[src/sv/assert_macros.svh]
// ----------------------------------------------------------------------------
// assert_macros.svh
// Concurrent assertion macros shared by the RTL. Synthesis builds see empty
// bodies.
// ----------------------------------------------------------------------------
`ifndef ASSERT_MACROS_SVH
`define ASSERT_MACROS_SVH

`ifndef SYNTHESIS

`define ASSERT_CLK(label, clk, rst_n, prop) \
	label: assert property (@(posedge clk) disable iff (!rst_n) prop) \
		else $error("assertion failed");

`define ASSERT_NEVER(label, clk, rst_n, cond) \
	label: assert property (@(posedge clk) disable iff (!rst_n) !(cond)) \
		else $error("forbidden condition seen");

`else

`define ASSERT_CLK(label, clk, rst_n, prop)

`define ASSERT_NEVER(label, clk, rst_n, cond)

`endif

`endif

[src/sv/fwa_pkg.sv]
// ----------------------------------------------------------------------------
// fwa_pkg
// Types and constants of the sliding-window frame rate averager.
// ----------------------------------------------------------------------------
package fwa_pkg;

	localparam int STAMP_W = 32;
	localparam int FPS_W = 24;
	localparam int MS_PER_SECOND = 1000;
	localparam int FRACTION_BITS = 8;
	localparam logic [FPS_W-1:0] FPS_MAX = {FPS_W{1'b1}};
	localparam int WINDOW_DEPTH_DEFAULT = 64;

	localparam logic OP_START = 1'b0;
	localparam logic OP_TICK = 1'b1;

	typedef struct packed {
		logic op;
		logic [STAMP_W-1:0] now_ms;
	} item_t;

	typedef struct packed {
		logic [FPS_W-1:0] fps_q8;
		logic saturated;
	} result_t;

endpackage

[src/sv/frame_rate_window_average.sv]
// Flow: a start goes from idle straight to the done state; a tick passes through the
// add and update states, then, unless the window sum is zero, through the bit-serial
// divider, which walks through all NUM_W numerator bits, and then to the done state.
// One item is in flight; the next transfer is taken only after the result loads into
// the output register, and an output stall holds the done state.
// Reset clears control state, counters, sum and last stamp; the ring is not cleared.
// ----------------------------------------------------------------------------
// frame_rate_window_average
// Average frame rate over a sliding window of frame intervals kept in a ring
// memory with an exact running sum.
// ----------------------------------------------------------------------------
`include "assert_macros.svh"

module frame_rate_window_average
	import fwa_pkg::*;
#(
	parameter int WINDOW_DEPTH = WINDOW_DEPTH_DEFAULT
) (
	input  logic    clk,
	input  logic    arst_n,
	input  logic    item_valid,
	output logic    item_stall,
	input  item_t   item,
	output logic    result_valid,
	input  logic    result_stall,
	output result_t result
);

	localparam int SLOT_W = (WINDOW_DEPTH > 1) ? $clog2(WINDOW_DEPTH) : 1;
	localparam int CNT_W = $clog2(WINDOW_DEPTH + 1);
	localparam int SUM_W = STAMP_W + $clog2(WINDOW_DEPTH);
	localparam int MUL_W = $clog2(MS_PER_SECOND * WINDOW_DEPTH + 1);
	localparam int NUM_W = MUL_W + FRACTION_BITS;
	localparam int QUOT_W = (NUM_W > FPS_W) ? NUM_W : FPS_W + 1;

	localparam logic [2:0] S_IDLE = 3'd0;
	localparam logic [2:0] S_ADD = 3'd1;
	localparam logic [2:0] S_UPD = 3'd2;
	localparam logic [2:0] S_DIV = 3'd3;
	localparam logic [2:0] S_DONE = 3'd4;

	logic [2:0]         state_q;
	logic [SLOT_W-1:0]  slot_q;
	logic [CNT_W-1:0]   count_q;
	logic [SUM_W-1:0]   sum_q;
	logic [STAMP_W-1:0] last_q;
	logic [STAMP_W-1:0] delta_q;
	logic [SUM_W:0]     sum_plus_q;
	logic [STAMP_W-1:0] rd_data_q;
	logic               out_valid_q;
	result_t            out_q;
	result_t            res_q;

	logic [STAMP_W-1:0] interval_ring [WINDOW_DEPTH];

	logic               accept;
	logic               full;
	logic [CNT_W-1:0]   count_next;
	logic [SUM_W-1:0]   sum_new;
	logic [MUL_W-1:0]   prod;
	logic [NUM_W-1:0]   numer;
	logic               div_start;
	logic               div_done;
	logic [NUM_W-1:0]   div_quot;
	logic [QUOT_W-1:0]  quot_wide;
	logic               out_load;

	assign accept = item_valid && !item_stall;
	assign item_stall = (state_q != S_IDLE);
	assign full = (count_q == CNT_W'(WINDOW_DEPTH));
	assign out_load = (state_q == S_DONE) && (!out_valid_q || !result_stall);

	always_comb begin
		count_next = full ? count_q : count_q + 1'b1;
		sum_new = SUM_W'(sum_plus_q - (full ? (SUM_W + 1)'(rd_data_q) : '0));
		prod = MUL_W'(count_next) * MUL_W'(MS_PER_SECOND);
		numer = {prod, {FRACTION_BITS{1'b0}}};
		div_start = (state_q == S_UPD) && (sum_new != '0);
		quot_wide = QUOT_W'(div_quot);
	end

	always_ff @(posedge clk) begin
		rd_data_q <= interval_ring[slot_q];
		if (state_q == S_UPD) begin
			interval_ring[slot_q] <= delta_q;
		end
	end

	always_ff @(posedge clk or negedge arst_n) begin
		if (!arst_n) begin
			state_q <= S_IDLE;
			slot_q <= '0;
			count_q <= '0;
			sum_q <= '0;
			last_q <= '0;
			out_valid_q <= 1'b0;
		end else begin
			if (out_load) begin
				out_valid_q <= 1'b1;
			end else if (!result_stall) begin
				out_valid_q <= 1'b0;
			end
			unique case (state_q)
				S_IDLE: begin
					if (accept) begin
						last_q <= item.now_ms;
						if (item.op == OP_START) begin
							slot_q <= '0;
							count_q <= '0;
							sum_q <= '0;
							state_q <= S_DONE;
						end else begin
							state_q <= S_ADD;
						end
					end
				end
				S_ADD: begin
					state_q <= S_UPD;
				end
				S_UPD: begin
					sum_q <= sum_new;
					count_q <= count_next;
					if (slot_q == SLOT_W'(WINDOW_DEPTH - 1)) begin
						slot_q <= '0;
					end else begin
						slot_q <= slot_q + 1'b1;
					end
					state_q <= (sum_new == '0) ? S_DONE : S_DIV;
				end
				S_DIV: begin
					if (div_done) begin
						state_q <= S_DONE;
					end
				end
				S_DONE: begin
					if (out_load) begin
						state_q <= S_IDLE;
					end
				end
				default: begin
					state_q <= S_IDLE;
				end
			endcase
		end
	end

	always_ff @(posedge clk) begin
		if (accept) begin
			delta_q <= item.now_ms - last_q;
			res_q.fps_q8 <= '0;
			res_q.saturated <= 1'b0;
		end
		if (state_q == S_ADD) begin
			sum_plus_q <= (SUM_W + 1)'(sum_q) + (SUM_W + 1)'(delta_q);
		end
		if (state_q == S_UPD && sum_new == '0) begin
			res_q.fps_q8 <= FPS_MAX;
			res_q.saturated <= 1'b1;
		end
		if (state_q == S_DIV && div_done) begin
			if (quot_wide > QUOT_W'(FPS_MAX)) begin
				res_q.fps_q8 <= FPS_MAX;
				res_q.saturated <= 1'b1;
			end else begin
				res_q.fps_q8 <= quot_wide[FPS_W-1:0];
				res_q.saturated <= 1'b0;
			end
		end
		if (out_load) begin
			out_q <= res_q;
		end
	end

	fwa_div #(
		.NUM_W(NUM_W),
		.DEN_W(SUM_W)
	) u_div (
		.clk   (clk),
		.arst_n(arst_n),
		.start (div_start),
		.numer (numer),
		.denom (sum_new),
		.done  (div_done),
		.quot  (div_quot)
	);

	assign result_valid = out_valid_q;
	assign result = out_q;

	`ASSERT_NEVER(a_count_range, clk, arst_n, count_q > CNT_W'(WINDOW_DEPTH))
	`ASSERT_CLK(a_empty_sum, clk, arst_n, (count_q == '0) |-> (sum_q == '0))
	`ASSERT_CLK(a_div_state, clk, arst_n, div_done |-> (state_q == S_DIV))
	`ASSERT_CLK(a_out_source, clk, arst_n, $rose(result_valid) |-> $past(state_q == S_DONE))

endmodule

[src/sv/fwa_div.sv]
// ----------------------------------------------------------------------------
// fwa_div
// Restoring unsigned divider, one quotient bit per cycle.
// ----------------------------------------------------------------------------
module fwa_div
	import fwa_pkg::*;
#(
	parameter int NUM_W = 24,
	parameter int DEN_W = 38
) (
	input  logic             clk,
	input  logic             arst_n,
	input  logic             start,
	input  logic [NUM_W-1:0] numer,
	input  logic [DEN_W-1:0] denom,
	output logic             done,
	output logic [NUM_W-1:0] quot
);

	localparam int STEP_W = $clog2(NUM_W + 1);

	logic [STEP_W-1:0] steps_q;
	logic              busy_q;
	logic              done_q;
	logic [NUM_W-1:0]  num_q;
	logic [DEN_W-1:0]  rem_q;
	logic [DEN_W-1:0]  den_q;
	logic [DEN_W:0]    trial;
	logic [DEN_W:0]    diff;
	logic              qbit;

	always_comb begin
		trial = {rem_q, num_q[NUM_W-1]};
		diff = trial - {1'b0, den_q};
		qbit = (trial >= {1'b0, den_q});
	end

	always_ff @(posedge clk or negedge arst_n) begin
		if (!arst_n) begin
			busy_q <= 1'b0;
			done_q <= 1'b0;
			steps_q <= '0;
		end else begin
			done_q <= 1'b0;
			if (start) begin
				busy_q <= 1'b1;
				steps_q <= STEP_W'(NUM_W);
			end else if (busy_q) begin
				steps_q <= steps_q - 1'b1;
				if (steps_q == STEP_W'(1)) begin
					busy_q <= 1'b0;
					done_q <= 1'b1;
				end
			end
		end
	end

	always_ff @(posedge clk) begin
		if (start) begin
			num_q <= numer;
			den_q <= denom;
			rem_q <= '0;
		end else if (busy_q) begin
			num_q <= {num_q[NUM_W-2:0], qbit};
			rem_q <= qbit ? diff[DEN_W-1:0] : trial[DEN_W-1:0];
		end
	end

	assign done = done_q;
	assign quot = num_q;

endmodule

[config.mk]
export PLATFORM = sky130hd
export DESIGN_NAME = frame_rate_window_average
export DESIGN_NICKNAME = d
export VERILOG_FILES = /design/src/sv/fwa_pkg.sv /design/src/sv/frame_rate_window_average.sv /design/src/sv/fwa_div.sv
export VERILOG_INCLUDE_DIRS = /design/src /design/src/sv
export SDC_FILE = /design/constraint.sdc
export NUM_CORES = 2
export LEC_CHECK = 0
export BUFFER_PORTS_ARGS = -buffer_cell sky130_fd_sc_hd__buf_2
export CORE_ASPECT_RATIO = 1.5
export CORE_MARGIN = 2
export CORE_UTILIZATION = 60
export DETAILED_ROUTE_END_ITERATION = 6
export PLACE_DENSITY = 0.76
export SKIP_CTS_REPAIR_TIMING = 1
export SLEW_MARGIN = 15
export SYNTH_ARGS = -nofsm -noshare
export SYNTH_HDL_FRONTEND = slang
export SYNTH_SLANG_ARGS = --single-unit
[constraint.sdc]
create_clock -name clk -period 17.9 [get_ports clk]
set_input_delay 1.79 -clock clk [delete_from_list [all_inputs] [get_ports clk]]
set_output_delay 1.79 -clock clk [all_outputs]
set_load 0.01 [all_outputs]
==> results.json <==
{
  "fin_nets": 6131,
  "synthDominantCellAreaShare_pct": 71.2,
  "vias_per_cell": 6.92,
  "synth-compound-area-share_pct": 14.4,
  "synth_top_area_cell": "edfxtp_1",
  "required_ps": 18640,
  "hold_viol": 0,
  "numPortBuffers": 63,
  "grt_overflow": 0,
  "synth_most_common_cell": "edfxtp_1",
  "finalPower_mw": 17.2,
  "synth-simple-area-share_pct": 3.64,
  "fin_cells": 8116,
  "vias": 56100,
  "post_drt_wl_per_cell_um": 30.1,
  "syn_nets": 6035,
  "final_max_slew_viol_count": 0,
  "synth-edff-count": 2219,
  "crit_path_top_delay_cell": "or4b_1",
  "worstMarginPinSlew_ps": 1260,
  "cts-root-buf": "clkbuf_16",
  "reg2reg_depth": 20,
  "drv_cap": 0,
  "grt_pass1_wl_um": 357000,
  "clock_path_buffers": 3,
  "synthAdderAreaFrac_pct": 2.84,
  "min_path_type": "reg -> reg",
  "htreeDepth": 4,
  "layout-drive-gt1-share_pct": 10.5,
  "synthTopCellsByCount": "2219 x edfxtp_1, 641 x a22oi_1, 259 x clkbuf_1",
  "clock_latency_ps": 870,
  "ir_worst_vdd_uv": 216,
  "ys_ff_latch": 2394,
  "critPathArrivalTime_ps": 7770,
  "netlist-cell-type-count": 78,
  "fin_skew_ps": 59.4,
  "grt_pass1_vias": 55400,
  "placed_cell_area_um2": 97100,
  "fp.dieArea_um2": 159000,
  "worstSetupStartpoint": "count_q[4]$_DFFE_PN0P_",
  "cp.depth": 20,
  "pwr_density_cell_nw_per_um2": 166,
  "synthFlopType": "edfxtp_1",
  "die_h_um": 488,
  "ys_seq_area_share_pct": 75.5,
  "dp_hpwl_um": 139000,
  "violations": "DRC",
  "synthCells": 5798,
  "r2r_start": "count_q[4]$_DFFE_PN0P_",
  "antenna_found_initial": 15,
  "async_flop_share_pct": 3.93,
  "core_area_um2": 155000,
  "synthTopCellsByArea": "edfxtp_1 71%, a22oi_1 5.1%, dfrtp_1 2.5%",
  "yosys_warnings": 0,
  "gr-usage-all-layers_pct": 30.5,
  "drtPass1Iterations": 7,
  "path_cells": "nor4_1 > and3_1 > buf_4 > and2_1 > ha_1 > fa_1 > nor2b_1 > o2111a_1 > o31a_1 > or2_1 > xor2_1 > or4_1 > or4b_1 > nor4_1 > nand4_1 > nand4b_4 > o21ai_4 > clkinv_2 > buf_4 > a211oi_1",
  "drc": 1,
  "cp-end-kind": "flop",
  "drtIter0Drc": 7797,
  "status": "complete, but fails checks",
  "tns_ps": 0,
  "muxShareOfSynthArea_pct": 0.342,
  "antenna_left": 0,
  "clock.fmax_mhz": 142,
  "final.min_clock_period_ps": 7030,
  "synth_area_per_cell_um2": 16.1,
  "rsz0062_at_grt": "no",
  "endpoint": "u_div.rem_q[8]$_SDFFE_PN0P_",
  "cts_num_sinks": 2394,
  "die_x_um": 326,
  "cts_tree": "done",
  "stdcell_area_um2": 104000,
  "synth_top_family_by_area": "compound AO/OA/AOI/OAI gates",
  "timing_worst_setup_path_type": "reg -> reg",
  "initial_core_util_pct": 60.3,
  "io_pins": 64,
  "rows": 177,
  "slew_headroom_pct": 15.0,
  "n_fill_cell": 9991,
  "wl_um": 244000,
  "grt_max_degree": 107,
  "setup_violations": 0,
  "clk_pin_slew_ps": 70,
  "critPathLaunchType": "flop",
  "synth_xor_area_share_pct": 1.38,
  "cts_made_buffers": 199,
  "p_leak_nw": 34.3,
  "placed_cells": 7751,
  "syn_area_um2": 93500,
  "critPathTopFamily": "simple AND/OR/NAND/NOR gates",
  "path_buf_inv": 3,
  "r2r_end": "u_div.rem_q[8]$_SDFFE_PN0P_",
  "max_stage_delay_ps": 530,
  "syn2layout_area_growth_pct": 11.0,
  "period_share_pct": 39.3,
  "place_congestion": 0.893,
  "worstPathMaxFanout": 76,
  "reg2reg_setup_slack_ps": 10870
}
-- final cells by class --
class	count	area, um2	area share (%)
clock buffer	239	5250	5.05
tap	2058	2570	2.48
multi-input combinational	2931	21700	20.9
sequential	2394	70600	68.0
antenna	1	2.50	0.00241
clock inverter	125	1450	1.40
timing repair buffer	226	1670	1.61
inverter	142	534	0.515
-- kinds of logic after synthesis --
group           after synthesis
mux                          31
simple gates                704
xor+xnor                    147
flops                      2394
buf+inv                     473
compound gates             1849
fa+ha+maj                   200
-- flip-flops by register name, summed over array words and instances, names as in the netlist, 3 cells and up --
name / count
u_div.den_q: 38
u_div.rem_q: 38
sum_plus_q: 38
delta_q: 32
rd_data_q: 32
u_div.quot: 24
slot_q: 6
u_div.steps_q: 5
state_q: 3
last_q: 32
interval_ring: 2048
result: 25
res_q: 25
sum_q: 38
count_q: 7
-- worst reg2reg max path: stages, from the launching register on --
cell and delay [ps]:
dfrtp_1 430, nor4_1 320, and3_1 190, buf_4 330
and2_1 220, ha_1 180, fa_1 230, nor2b_1 70
o2111a_1 260, o31a_1 310, or2_1 280, xor2_1 200
or4_1 510, or4b_1 530, nor4_1 450, nand4_1 310
nand4b_4 340, o21ai_4 460, clkinv_2 410, buf_4 510
a211oi_1 380
-- layer usage --
layer	vias to the layer above	track usage, %	routed length, um
met5	-	0	71
met4	10	15.2	13000
met3	716	5.51	28200
met2	3852	52.0	122000
met1	27800	37.8	81400
li1	23700	-	-
-- worst min path at each step --
stage,startpoint,endpoint,slack [ps],depth (start not counted)
6_report,res_q[14]$_DFFE_PP_,result[14]$_DFFE_PP_,420,0
5_1_grt,res_q[6]$_DFFE_PP_,result[6]$_DFFE_PP_,430,0
4_1_cts,res_q[14]$_DFFE_PP_,result[14]$_DFFE_PP_,420,0
3_5_place_dp,res_q[14]$_DFFE_PP_,result[14]$_DFFE_PP_,400,0
3_3_place_gp,res_q[0]$_DFFE_PP_,result[0]$_DFFE_PP_,400,0
2_1_floorplan,res_q[0]$_DFFE_PP_,result[0]$_DFFE_PP_,400,0
-- cell usage in the layout (no fill, tap or decap), types with 34 or more instances in the layout --
master and count:
dfrtp_1 93, buf_4 154, clkinv_1 34, nand2_1 173, xnor2_1 97, a21o_1 90
ha_1 179, nor2_1 143, a31oi_1 211, buf_2 62, a22oi_1 641, nand4_1 74
clkbuf_16 204, clkbuf_1 34, o21ai_0 121, a221oi_1 193, xor2_1 50, a21oi_1 194
dfxtp_1 81, a211oi_1 37, a22o_1 225, nor2_4 66, inv_1 141, nor4_1 38
nand3_1 63, clkinv_2 39, edfxtp_1 2219
-- report_power, final --
part / switching (mW) / total, mW / internal (mW)
registers: 0.243 / 7.25 / 7.01
clock network: 1.97 / 4.45 / 2.49
logic: 3.60 / 5.51 / 1.91
-- through the flow --
| stage | hold WS, ps | setup WS [ps] | utilization, % |
|---|---|---|---|
| after floorplan | 400 | 12270 | - |
| after global placement | 401 | 10890 | 62.6 |
| after detailed placement | 405 | 10910 | 62.6 |
| after CTS | 417 | 10870 | 67.0 |
| after global routing | 435 | 10520 | 67.0 |
| final | 416 | 10870 | 67.0 |
(Power assumes the default switching activity.)
